**config.mk**
```make
export PLATFORM = sky130hd
export DESIGN_NAME = rtt_gradient_cwnd_reduction_unit
export DESIGN_NICKNAME = d
export VERILOG_FILES = /design/src/sv/rgcr_pkg.sv /design/src/sv/rgcr_div.sv /design/src/sv/rgcr_ctrl_unused_placeholder.sv /design/src/sv/rtt_gradient_cwnd_reduction_unit.sv
export SDC_FILE = /design/constraint.sdc
export NUM_CORES = 2
export LEC_CHECK = 0
export BUFFER_PORTS_ARGS = -buffer_cell sky130_fd_sc_hd__buf_2
export CAP_MARGIN = 40
export CORE_ASPECT_RATIO = 0.5
export CORE_MARGIN = 8
export CORE_UTILIZATION = 51
export DETAILED_ROUTE_END_ITERATION = 8
export PLACE_DENSITY = 0.68
export SYNTH_ARGS = -nofsm -noshare
export SYNTH_HDL_FRONTEND = slang
export SYNTH_SLANG_ARGS = --single-unit
```
**constraint.sdc**
```tcl
create_clock -name i_clk -period 24.5 [get_ports i_clk]
set_input_delay 3.675 -clock i_clk [delete_from_list [all_inputs] [get_ports i_clk]]
set_output_delay 3.675 -clock i_clk [all_outputs]
set_load 0.01 [all_outputs]
```
**src/sv/rgcr_pkg.sv**
```systemverilog
// shared types and constants for the rtt gradient cwnd reduction unit
package rgcr_pkg;

    localparam int CWND_W  = 20;
    localparam int LIM_W   = CWND_W + 1;
    localparam int ALLOW_W = 16;
    localparam int RTT_W   = 32;
    localparam int SAMP_W  = 25;
    localparam int SEQ_W   = 32;
    localparam int PROD_W  = CWND_W + RTT_W;
    localparam int STEP_W  = $clog2(PROD_W);
    localparam int IN_W    = 168;
    localparam int OUT_W   = 48;

    localparam logic [RTT_W-1:0] RTT_IDLE = 32'h7fff_ffff;

    typedef enum logic [1:0] {
        OP_RTT   = 2'd0,
        OP_ACK   = 2'd1,
        OP_START = 2'd2,
        OP_END   = 2'd3
    } t_op;

    typedef enum logic [2:0] {
        S_IDLE,
        S_DECODE,
        S_MUL,
        S_DIV,
        S_FIN,
        S_DONE
    } t_state;

    // last member sits in the lowest bits
    typedef struct packed {
        logic              reduction_complete;
        logic              request_cwr;
        logic              ssthresh_written;
        logic [CWND_W-1:0] ssthresh_out;
        logic              cwnd_updated;
        logic [CWND_W-1:0] cwnd_out;
    } t_result;

endpackage

```
**src/sv/rgcr_div.sv**
```systemverilog
// one quotient bit per cycle restoring divider for the rtt gradient
module rgcr_div import rgcr_pkg::*; (
    input  logic              i_clk,
    input  logic              i_rst_n,
    input  logic              i_start,
    input  logic [PROD_W-1:0] i_dividend,
    input  logic [RTT_W-1:0]  i_divisor,
    output logic              o_done,
    output logic [PROD_W-1:0] o_quotient
);

    logic              r_busy, n_busy;
    logic              r_done, n_done;
    logic [STEP_W-1:0] r_cnt, n_cnt;
    logic [PROD_W-1:0] r_dq, n_dq;
    logic [RTT_W-1:0]  r_rem, n_rem;
    logic [RTT_W-1:0]  r_dvs, n_dvs;
    logic [RTT_W:0]    w_trial;
    logic [RTT_W:0]    w_sub;
    logic              w_qbit;

    assign w_trial = {r_rem, r_dq[PROD_W-1]};
    assign w_sub   = w_trial - {1'b0, r_dvs};
    assign w_qbit  = ~w_sub[RTT_W];

    always_comb begin
        n_busy = r_busy;
        n_done = 1'b0;
        n_cnt  = r_cnt;
        n_dq   = r_dq;
        n_rem  = r_rem;
        n_dvs  = r_dvs;
        if (i_start) begin
            n_busy = 1'b1;
            n_cnt  = STEP_W'(PROD_W - 1);
            n_dq   = i_dividend;
            n_rem  = '0;
            n_dvs  = i_divisor;
        end else if (r_busy) begin
            n_dq  = {r_dq[PROD_W-2:0], w_qbit};
            n_rem = w_qbit ? w_sub[RTT_W-1:0] : w_trial[RTT_W-1:0];
            n_cnt = r_cnt - STEP_W'(1);
            if (r_cnt == '0) begin
                n_busy = 1'b0;
                n_done = 1'b1;
            end
        end
    end

    always_ff @(posedge i_clk) begin
        if (!i_rst_n) begin
            r_busy <= 1'b0;
            r_done <= 1'b0;
        end else begin
            r_busy <= n_busy;
            r_done <= n_done;
        end
        r_cnt <= n_cnt;
        r_dq  <= n_dq;
        r_rem <= n_rem;
        r_dvs <= n_dvs;
    end

    assign o_done     = r_done;
    assign o_quotient = r_dq;

endmodule

```
**src/sv/rgcr_ctrl_unused_placeholder.sv**
```systemverilog
// sequencer-free helper: saturating window arithmetic for the final step
module rgcr_win import rgcr_pkg::*; (
    input  logic [CWND_W-1:0]  i_cwnd,
    input  logic [ALLOW_W-1:0] i_allow,
    input  logic [PROD_W-1:0]  i_diff,
    output logic [CWND_W-1:0]  o_cwnd
);

    logic [LIM_W-1:0]  w_limit;
    logic [CWND_W-1:0] w_half;
    logic              w_over;
    logic [LIM_W-1:0]  w_cand;
    logic [CWND_W-1:0] w_low;

    assign w_limit = {1'b0, i_cwnd} + LIM_W'(i_allow);
    assign w_half  = i_cwnd >> 1;
    assign w_over  = i_diff > PROD_W'(w_limit);
    assign w_cand  = w_limit - i_diff[LIM_W-1:0];

    always_comb begin
        w_low = (w_cand > {1'b0, i_cwnd}) ? i_cwnd : w_cand[CWND_W-1:0];
        if (w_over || w_low < w_half) begin
            o_cwnd = w_half;
        end else begin
            o_cwnd = w_low;
        end
    end

endmodule

```
**src/sv/rtt_gradient_cwnd_reduction_unit.sv**
```systemverilog
// Takes one event at a time on the slave stream and returns one result per event on the
// master stream. An rtt sample, a start or end of reduction, or an ack that does not open
// a new round passes the decode and done states before its result turns valid. An ack that
// opens a round with a zero gradient, that is with a zero base rtt or a latest rtt below the
// base, also passes the final state. Any other ack that opens a round goes through decode,
// multiply, divide, final and done. The product inflight*(latest-base) is formed in the
// decode state and registered. The 52-bit quotient by the base rtt then comes from a serial
// divider that settles one bit per cycle, started from the multiply state. The slave side
// is ready again in the cycle the result turns valid. A finished result waits in the output
// register while the next event is taken, and a stalled master side holds the sequencer only
// once a second result is ready.
module rtt_gradient_cwnd_reduction_unit import rgcr_pkg::*; (
    input  logic                i_clk,
    input  logic                i_rst_n,
    input  logic                i_cfg_valid,
    output logic                o_cfg_ready,
    input  logic [ALLOW_W-1:0]  i_cfg_data,     // window_growth_allowance
    input  logic                i_s_tvalid,
    output logic                o_s_tready,
    // rtt_us, cwnd_in, packets_in_flight, highest_sacked_seq, next_send_seq,
    // oldest_unacked_seq, ecn_enabled, zero fill
    input  logic [IN_W-1:0]     i_s_tdata,
    input  logic [1:0]          i_s_tuser,      // op
    output logic                o_m_tvalid,
    input  logic                i_m_tready,
    // cwnd_out, cwnd_updated, ssthresh_out, ssthresh_written, request_cwr,
    // reduction_complete, zero fill
    output logic [OUT_W-1:0]    o_m_tdata
);

    t_state             r_state, n_state;
    t_op                r_op;
    logic [SAMP_W-1:0]  r_rtt;
    logic [CWND_W-1:0]  r_cwnd;
    logic [CWND_W-1:0]  r_inflight;
    logic [SEQ_W-1:0]   r_sacked;
    logic [SEQ_W-1:0]   r_nxt;
    logic [SEQ_W-1:0]   r_una;
    logic               r_ecn;
    logic [ALLOW_W-1:0] r_allow;
    logic [RTT_W-1:0]   r_base_rtt, n_base_rtt;
    logic [RTT_W-1:0]   r_latest_rtt, n_latest_rtt;
    logic [SEQ_W-1:0]   r_mark, n_mark;
    logic               r_zero, n_zero;
    logic [PROD_W-1:0]  r_prod;
    t_result            r_res, n_res;
    t_result            r_out;
    logic               r_out_valid, n_out_valid;

    logic               w_accept;
    logic               w_out_free;
    logic [RTT_W-1:0]   w_sample;
    logic [RTT_W-1:0]   w_base_eff;
    logic [SEQ_W-1:0]   w_seq_d;
    logic               w_round_go;
    logic               w_diff_zero;
    logic [RTT_W-1:0]   w_gap;
    logic [PROD_W-1:0]  w_prod;
    logic               w_div_start;
    logic               w_div_done;
    logic [PROD_W-1:0]  w_quot;
    logic [PROD_W-1:0]  w_diff;
    logic [CWND_W-1:0]  w_new_cwnd;

    assign o_cfg_ready = 1'b1;
    assign w_accept    = i_s_tvalid & o_s_tready;
    assign w_out_free  = ~r_out_valid | i_m_tready;

    assign w_sample    = RTT_W'(r_rtt[SAMP_W-2:0]) + RTT_W'(1);
    assign w_base_eff  = (r_base_rtt == '0) ? RTT_IDLE : r_base_rtt;
    assign w_seq_d     = r_sacked - r_mark;
    assign w_round_go  = (r_op == OP_ACK) && (w_seq_d != '0) && !w_seq_d[SEQ_W-1];
    assign w_diff_zero = (r_base_rtt == '0) || (r_latest_rtt < r_base_rtt);
    assign w_gap       = r_latest_rtt - r_base_rtt;
    assign w_prod      = PROD_W'(r_inflight) * PROD_W'(w_gap);
    assign w_diff      = r_zero ? '0 : w_quot;

    rgcr_div u_div (
        .i_clk      (i_clk),
        .i_rst_n    (i_rst_n),
        .i_start    (w_div_start),
        .i_dividend (r_prod),
        .i_divisor  (r_base_rtt),
        .o_done     (w_div_done),
        .o_quotient (w_quot)
    );

    rgcr_win u_win (
        .i_cwnd  (r_cwnd),
        .i_allow (r_allow),
        .i_diff  (w_diff),
        .o_cwnd  (w_new_cwnd)
    );

    // next state
    always_comb begin
        n_state = r_state;
        unique case (r_state)
            S_IDLE:   if (w_accept) n_state = S_DECODE;
            S_DECODE: begin
                if (!w_round_go) begin
                    n_state = S_DONE;
                end else if (w_diff_zero) begin
                    n_state = S_FIN;
                end else begin
                    n_state = S_MUL;
                end
            end
            S_MUL:    n_state = S_DIV;
            S_DIV:    if (w_div_done) n_state = S_FIN;
            S_FIN:    n_state = S_DONE;
            S_DONE:   if (w_out_free) n_state = S_IDLE;
            default:  n_state = S_IDLE;
        endcase
    end

    // state outputs
    always_comb begin
        o_s_tready  = 1'b0;
        w_div_start = 1'b0;
        unique case (r_state)
            S_IDLE:  o_s_tready  = 1'b1;
            S_MUL:   w_div_start = 1'b1;
            default: begin
                o_s_tready  = 1'b0;
                w_div_start = 1'b0;
            end
        endcase
    end

    // event datapath
    always_comb begin
        n_base_rtt   = r_base_rtt;
        n_latest_rtt = r_latest_rtt;
        n_mark       = r_mark;
        n_zero       = r_zero;
        n_res        = r_res;
        if (r_state == S_DECODE) begin
            n_res          = '0;
            n_res.cwnd_out = r_cwnd;
            unique case (r_op)
                OP_RTT: begin
                    if (!r_rtt[SAMP_W-1]) begin
                        n_base_rtt   = (w_sample < w_base_eff) ? w_sample : w_base_eff;
                        n_latest_rtt = w_sample;
                    end
                end
                OP_ACK: begin
                    if (w_round_go) begin
                        n_mark = r_nxt;
                        n_zero = w_diff_zero;
                    end
                end
                OP_START: begin
                    n_mark            = r_una;
                    n_res.request_cwr = r_ecn;
                end
                OP_END: begin
                    n_res.ssthresh_out       = (r_cwnd == '0) ? '0 : r_cwnd - CWND_W'(1);
                    n_res.ssthresh_written   = 1'b1;
                    n_res.reduction_complete = 1'b1;
                    n_base_rtt               = RTT_IDLE;
                    n_latest_rtt             = RTT_IDLE;
                end
                default: n_res = r_res;
            endcase
        end else if (r_state == S_FIN) begin
            n_res.cwnd_out     = w_new_cwnd;
            n_res.cwnd_updated = 1'b1;
        end
    end

    always_comb begin
        n_out_valid = r_out_valid;
        if (r_state == S_DONE && w_out_free) begin
            n_out_valid = 1'b1;
        end else if (i_m_tready) begin
            n_out_valid = 1'b0;
        end
    end

    always_ff @(posedge i_clk) begin
        if (!i_rst_n) begin
            r_state      <= S_IDLE;
            r_out_valid  <= 1'b0;
            r_allow      <= '0;
            r_base_rtt   <= '0;
            r_latest_rtt <= '0;
            r_mark       <= '0;
        end else begin
            r_state      <= n_state;
            r_out_valid  <= n_out_valid;
            r_base_rtt   <= n_base_rtt;
            r_latest_rtt <= n_latest_rtt;
            r_mark       <= n_mark;
            if (i_cfg_valid) begin
                r_allow <= i_cfg_data;
            end
        end
        if (w_accept) begin
            r_op       <= t_op'(i_s_tuser);
            r_rtt      <= i_s_tdata[24:0];
            r_cwnd     <= i_s_tdata[44:25];
            r_inflight <= i_s_tdata[64:45];
            r_sacked   <= i_s_tdata[96:65];
            r_nxt      <= i_s_tdata[128:97];
            r_una      <= i_s_tdata[160:129];
            r_ecn      <= i_s_tdata[161];
        end
        if (r_state == S_DECODE) begin
            r_prod <= w_prod;
        end
        if (r_state == S_DONE && w_out_free) begin
            r_out <= r_res;
        end
        r_zero <= n_zero;
        r_res  <= n_res;
    end

    assign o_m_tvalid = r_out_valid;
    assign o_m_tdata  = {(OUT_W - $bits(t_result))'(0), r_out};

    assert property (@(posedge i_clk) disable iff (!i_rst_n)
        !r_base_rtt[RTT_W-1] && !r_latest_rtt[RTT_W-1])
        else $error("rtt state above idle value");

    assert property (@(posedge i_clk) disable iff (!i_rst_n)
        w_div_done |-> r_state == S_DIV)
        else $error("divider finished outside divide state");

    assert property (@(posedge i_clk) disable iff (!i_rst_n)
        w_accept |=> r_state == S_DECODE)
        else $error("accepted event not decoded");

    assert property (@(posedge i_clk) disable iff (!i_rst_n)
        o_m_tvalid |-> (r_out.ssthresh_written == r_out.reduction_complete)
                       && !(r_out.cwnd_updated && r_out.ssthresh_written))
        else $error("inconsistent result flags");

endmodule
```
==> impl_metrics.yaml <==
detailed_routing:
  wl_per_cell_um: 19.4
  drcViolationCount: 0
  vias: 36469
  dr.first_iter.drc_count: 2628
  drt_pass1_iterations: 5
  routed_wl_mm: 127
  ant_nets: 0
  viasPerCell: 5.60
grt:
  grt_usage_pct: 23.1
  grt_max_degree: 86
  grt_pass1_vias: 37721
  grt_antenna_before_repair: 8
  grt_overflow: 0
  grt_pass1_wl_mm: 203
place:
  dp_cells: 6417
  gp_congestion: 0.907
  dp_hpwl_mm: 96.3
  port_buffers: 230
  dpl_cell_area_mm2: 0.0523
sta:
  finalClockSkew_ps: 30.7
  finalHoldViolations: 0
  timing.final.crit_share_pct: 44.7
  whs_ps: 419
  worst_pin_slew_ps: 914
  slew-limit-headroom_pct: 39.1
  timing.final.max_slew_violations: 0
  rsz0062_at_grt: "no"
  fmax_ghz: 0.0914
  finalSetupViolCount: 0
  tns_ps: 0
  timing.final.crit_period_ps: 10950
setup_path:
  cp.depth: 37
  cp_max_fo: 20
  r2r-end: "r_prod[51]$_DFFE_PP_"
  crit_slowest_cell: "o41ai_1"
  cp-end-kind: "register"
  crit_start: "r_base_rtt[2]$_SDFFE_PN0P_"
  slowest_delay_ps: 620
  path_delay_family: "adder cells"
  reg2reg_setup_slack_ps: 13550
  reg2reg_depth: 37
  criticalPathCategory: "reg2reg"
  regToRegStartpoint: "r_base_rtt[2]$_SDFFE_PN0P_"
  crit_end: "r_prod[51]$_DFFE_PP_"
  cpMostUsedCell: "fa_1"
  critPathBufInv: 6
  arrival_ps: 11310
  start_kind: "register"
  worstPathRequired_ps: 24870
die:
  die-area_mm2: 0.108
  die_width_um: 457
  core_area_mm2: 0.0958
  pin_count: 242
  die-height_um: 236
  rows: 80
  initial_core_util_pct: 51.7
layout:
  area_growth_pct: 9.04
  layout_common_cells: "769 x inv_1, 577 x nand2_1, 541 x fa_1"
  num_antenna_cells: 0
  nFillCells: 8244
  nets: 6311
  layout-drive-gt1-share_pct: 9.67
  fin_area_mm2: 0.0540
  finalNonFillerCells: 6512
  final_common_cell: "inv_1"
clock_network:
  numCtsBuffers: 51
  clk_pin_slew_ps: 70
  worstSkewPairLatency_ps: 640
  clk_path_buf_depth: 3
  ctsResizeCount: 0
  cts-root-buf: "clkbuf_16"
  cts.sinks: 537
  cts_hold_buf: 0
  cts_tree: "done"
  htreeDepth: 2
  post-cts-setup-buffers: 0
outcome:
  status: "completed"
min_path:
  whs_path_depth: 0
  hold_class: "reg2reg"
yosys:
  synth_seq_cells: 537
  yosys_warnings: 0
  ys.flop_type: "edfxtp_1"
  synth_compound_area_share_pct: 10.6
  syn_inst: 5065
  synth-edff-count: 386
  synth_adder_area_share_pct: 31.5
  muxShareOfSynthArea_pct: 1.43
  synth_area_mm2: 0.0495
  seq_area_frac_synth_pct: 29.5
  async_flop_share_pct: 0
  synth-simple-area-share_pct: 15.9
  synthXorXnorAreaFrac_pct: 3.36
  avgSynthCellArea_um2: 9.77
  synth_cell_types: 93
  synth_top_family_by_area: "adder cells"
job:
  maxCapViolCount: 0
## how the worst min path moves through the flow
stage	startpoint	end
after floorplan	r_res[0]$_DFFE_PP_	o_m_tdata[0]$_DFFE_PP_
after global routing	r_res[1]$_DFFE_PP_	o_m_tdata[1]$_DFFE_PP_
after detailed placement	r_res[33]$_SDFFCE_PP0P_	o_m_tdata[33]$_DFFE_PP_
after CTS	r_res[1]$_DFFE_PP_	o_m_tdata[1]$_DFFE_PP_
final	r_res[18]$_DFFE_PP_	o_m_tdata[18]$_DFFE_PP_
after global placement	r_res[40]$_SDFFCE_PP0P_	o_m_tdata[40]$_DFFE_PP_
## through the flow
step           util [%]  setup WS, ps
2_1_floorplan         -         15150
3_3_place_gp       54.2         13790
3_5_place_dp       54.6         13650
4_1_cts            56.3         13620
5_1_grt            56.4         13000
6_report           56.4         13550
## routing by layer
layer / share of wire, % / vias up / global-route usage [%] / routed length (µm)
met3: 5.9 / 254 / 3.29 / 7480
met5: 0.027 / - / 0 / 34
met4: 3.4 / 6 / 7.36 / 4340
li1: - / 16935 / - / -
met2: 47 / 1031 / 38.9 / 59600
met1: 44 / 18243 / 30.8 / 55100
## state kept, by name, indices dropped and copies added (netlist names), 6 cells and up
name and count:
r_cwnd 20, r_prod 52, r_allow 16, r_rtt 25
o_m_tdata 43, u_div.o_quotient 52, r_base_rtt 32, r_mark 32
r_inflight 20, r_una 32, r_res 43, r_nxt 32
u_div.r_cnt 6, u_div.r_dvs 32, u_div.r_rem 32, r_sacked 32
r_latest_rtt 26
## area by class of cell
cell class / instances / area, µm² / area share, %
clock buffer: 59 / 1330 / 2.46
clock inverter: 35 / 335 / 0.621
inverter: 772 / 2900 / 5.37
multi-input combinational: 3530 / 31200 / 57.8
sequential: 537 / 14600 / 27.1
tap: 1271 / 1590 / 2.95
timing repair buffer: 308 / 2010 / 3.72
## cell families (layout without fill, tap and decap cells)
kind of cell	Yosys count	after routing
buf+inv	1001	1174
simple gates	1583	1583
other cells	2	5
flops	537	537
mux	67	67
compound gates	767	767
xor+xnor	188	188
fa+ha+maj	920	920
## synth_stat cells (21+ instances only)
cell / instances / area (µm²)
a211oi_1: 35 / 263
a21o_1: 64 / 480
a21oi_1: 217 / 1090
a221o_1: 34 / 340
and2_1: 367 / 2300
clkbuf_1: 205 / 769
dfxtp_1: 151 / 3020
edfxtp_1: 386 / 11600
fa_1: 541 / 10800
ha_1: 379 / 4740
inv_1: 770 / 2890
mux2i_1: 48 / 480
nand2_1: 578 / 2170
nand2b_1: 70 / 438
nand3_1: 54 / 270
nand4_1: 46 / 288
nor2_1: 221 / 830
nor2b_1: 96 / 601
nor3_1: 36 / 180
nor4_1: 27 / 169
o211ai_1: 26 / 195
o21a_1: 41 / 308
o21ai_0: 129 / 646
o21ai_1: 24 / 120
o21bai_1: 21 / 158
o221a_2: 39 / 439
xnor2_1: 144 / 1260
xor2_1: 43 / 377
Power is left out: the tool's default activity adds up to more than one toggle a clock period on the data nets, which glitch-free logic cannot reach.
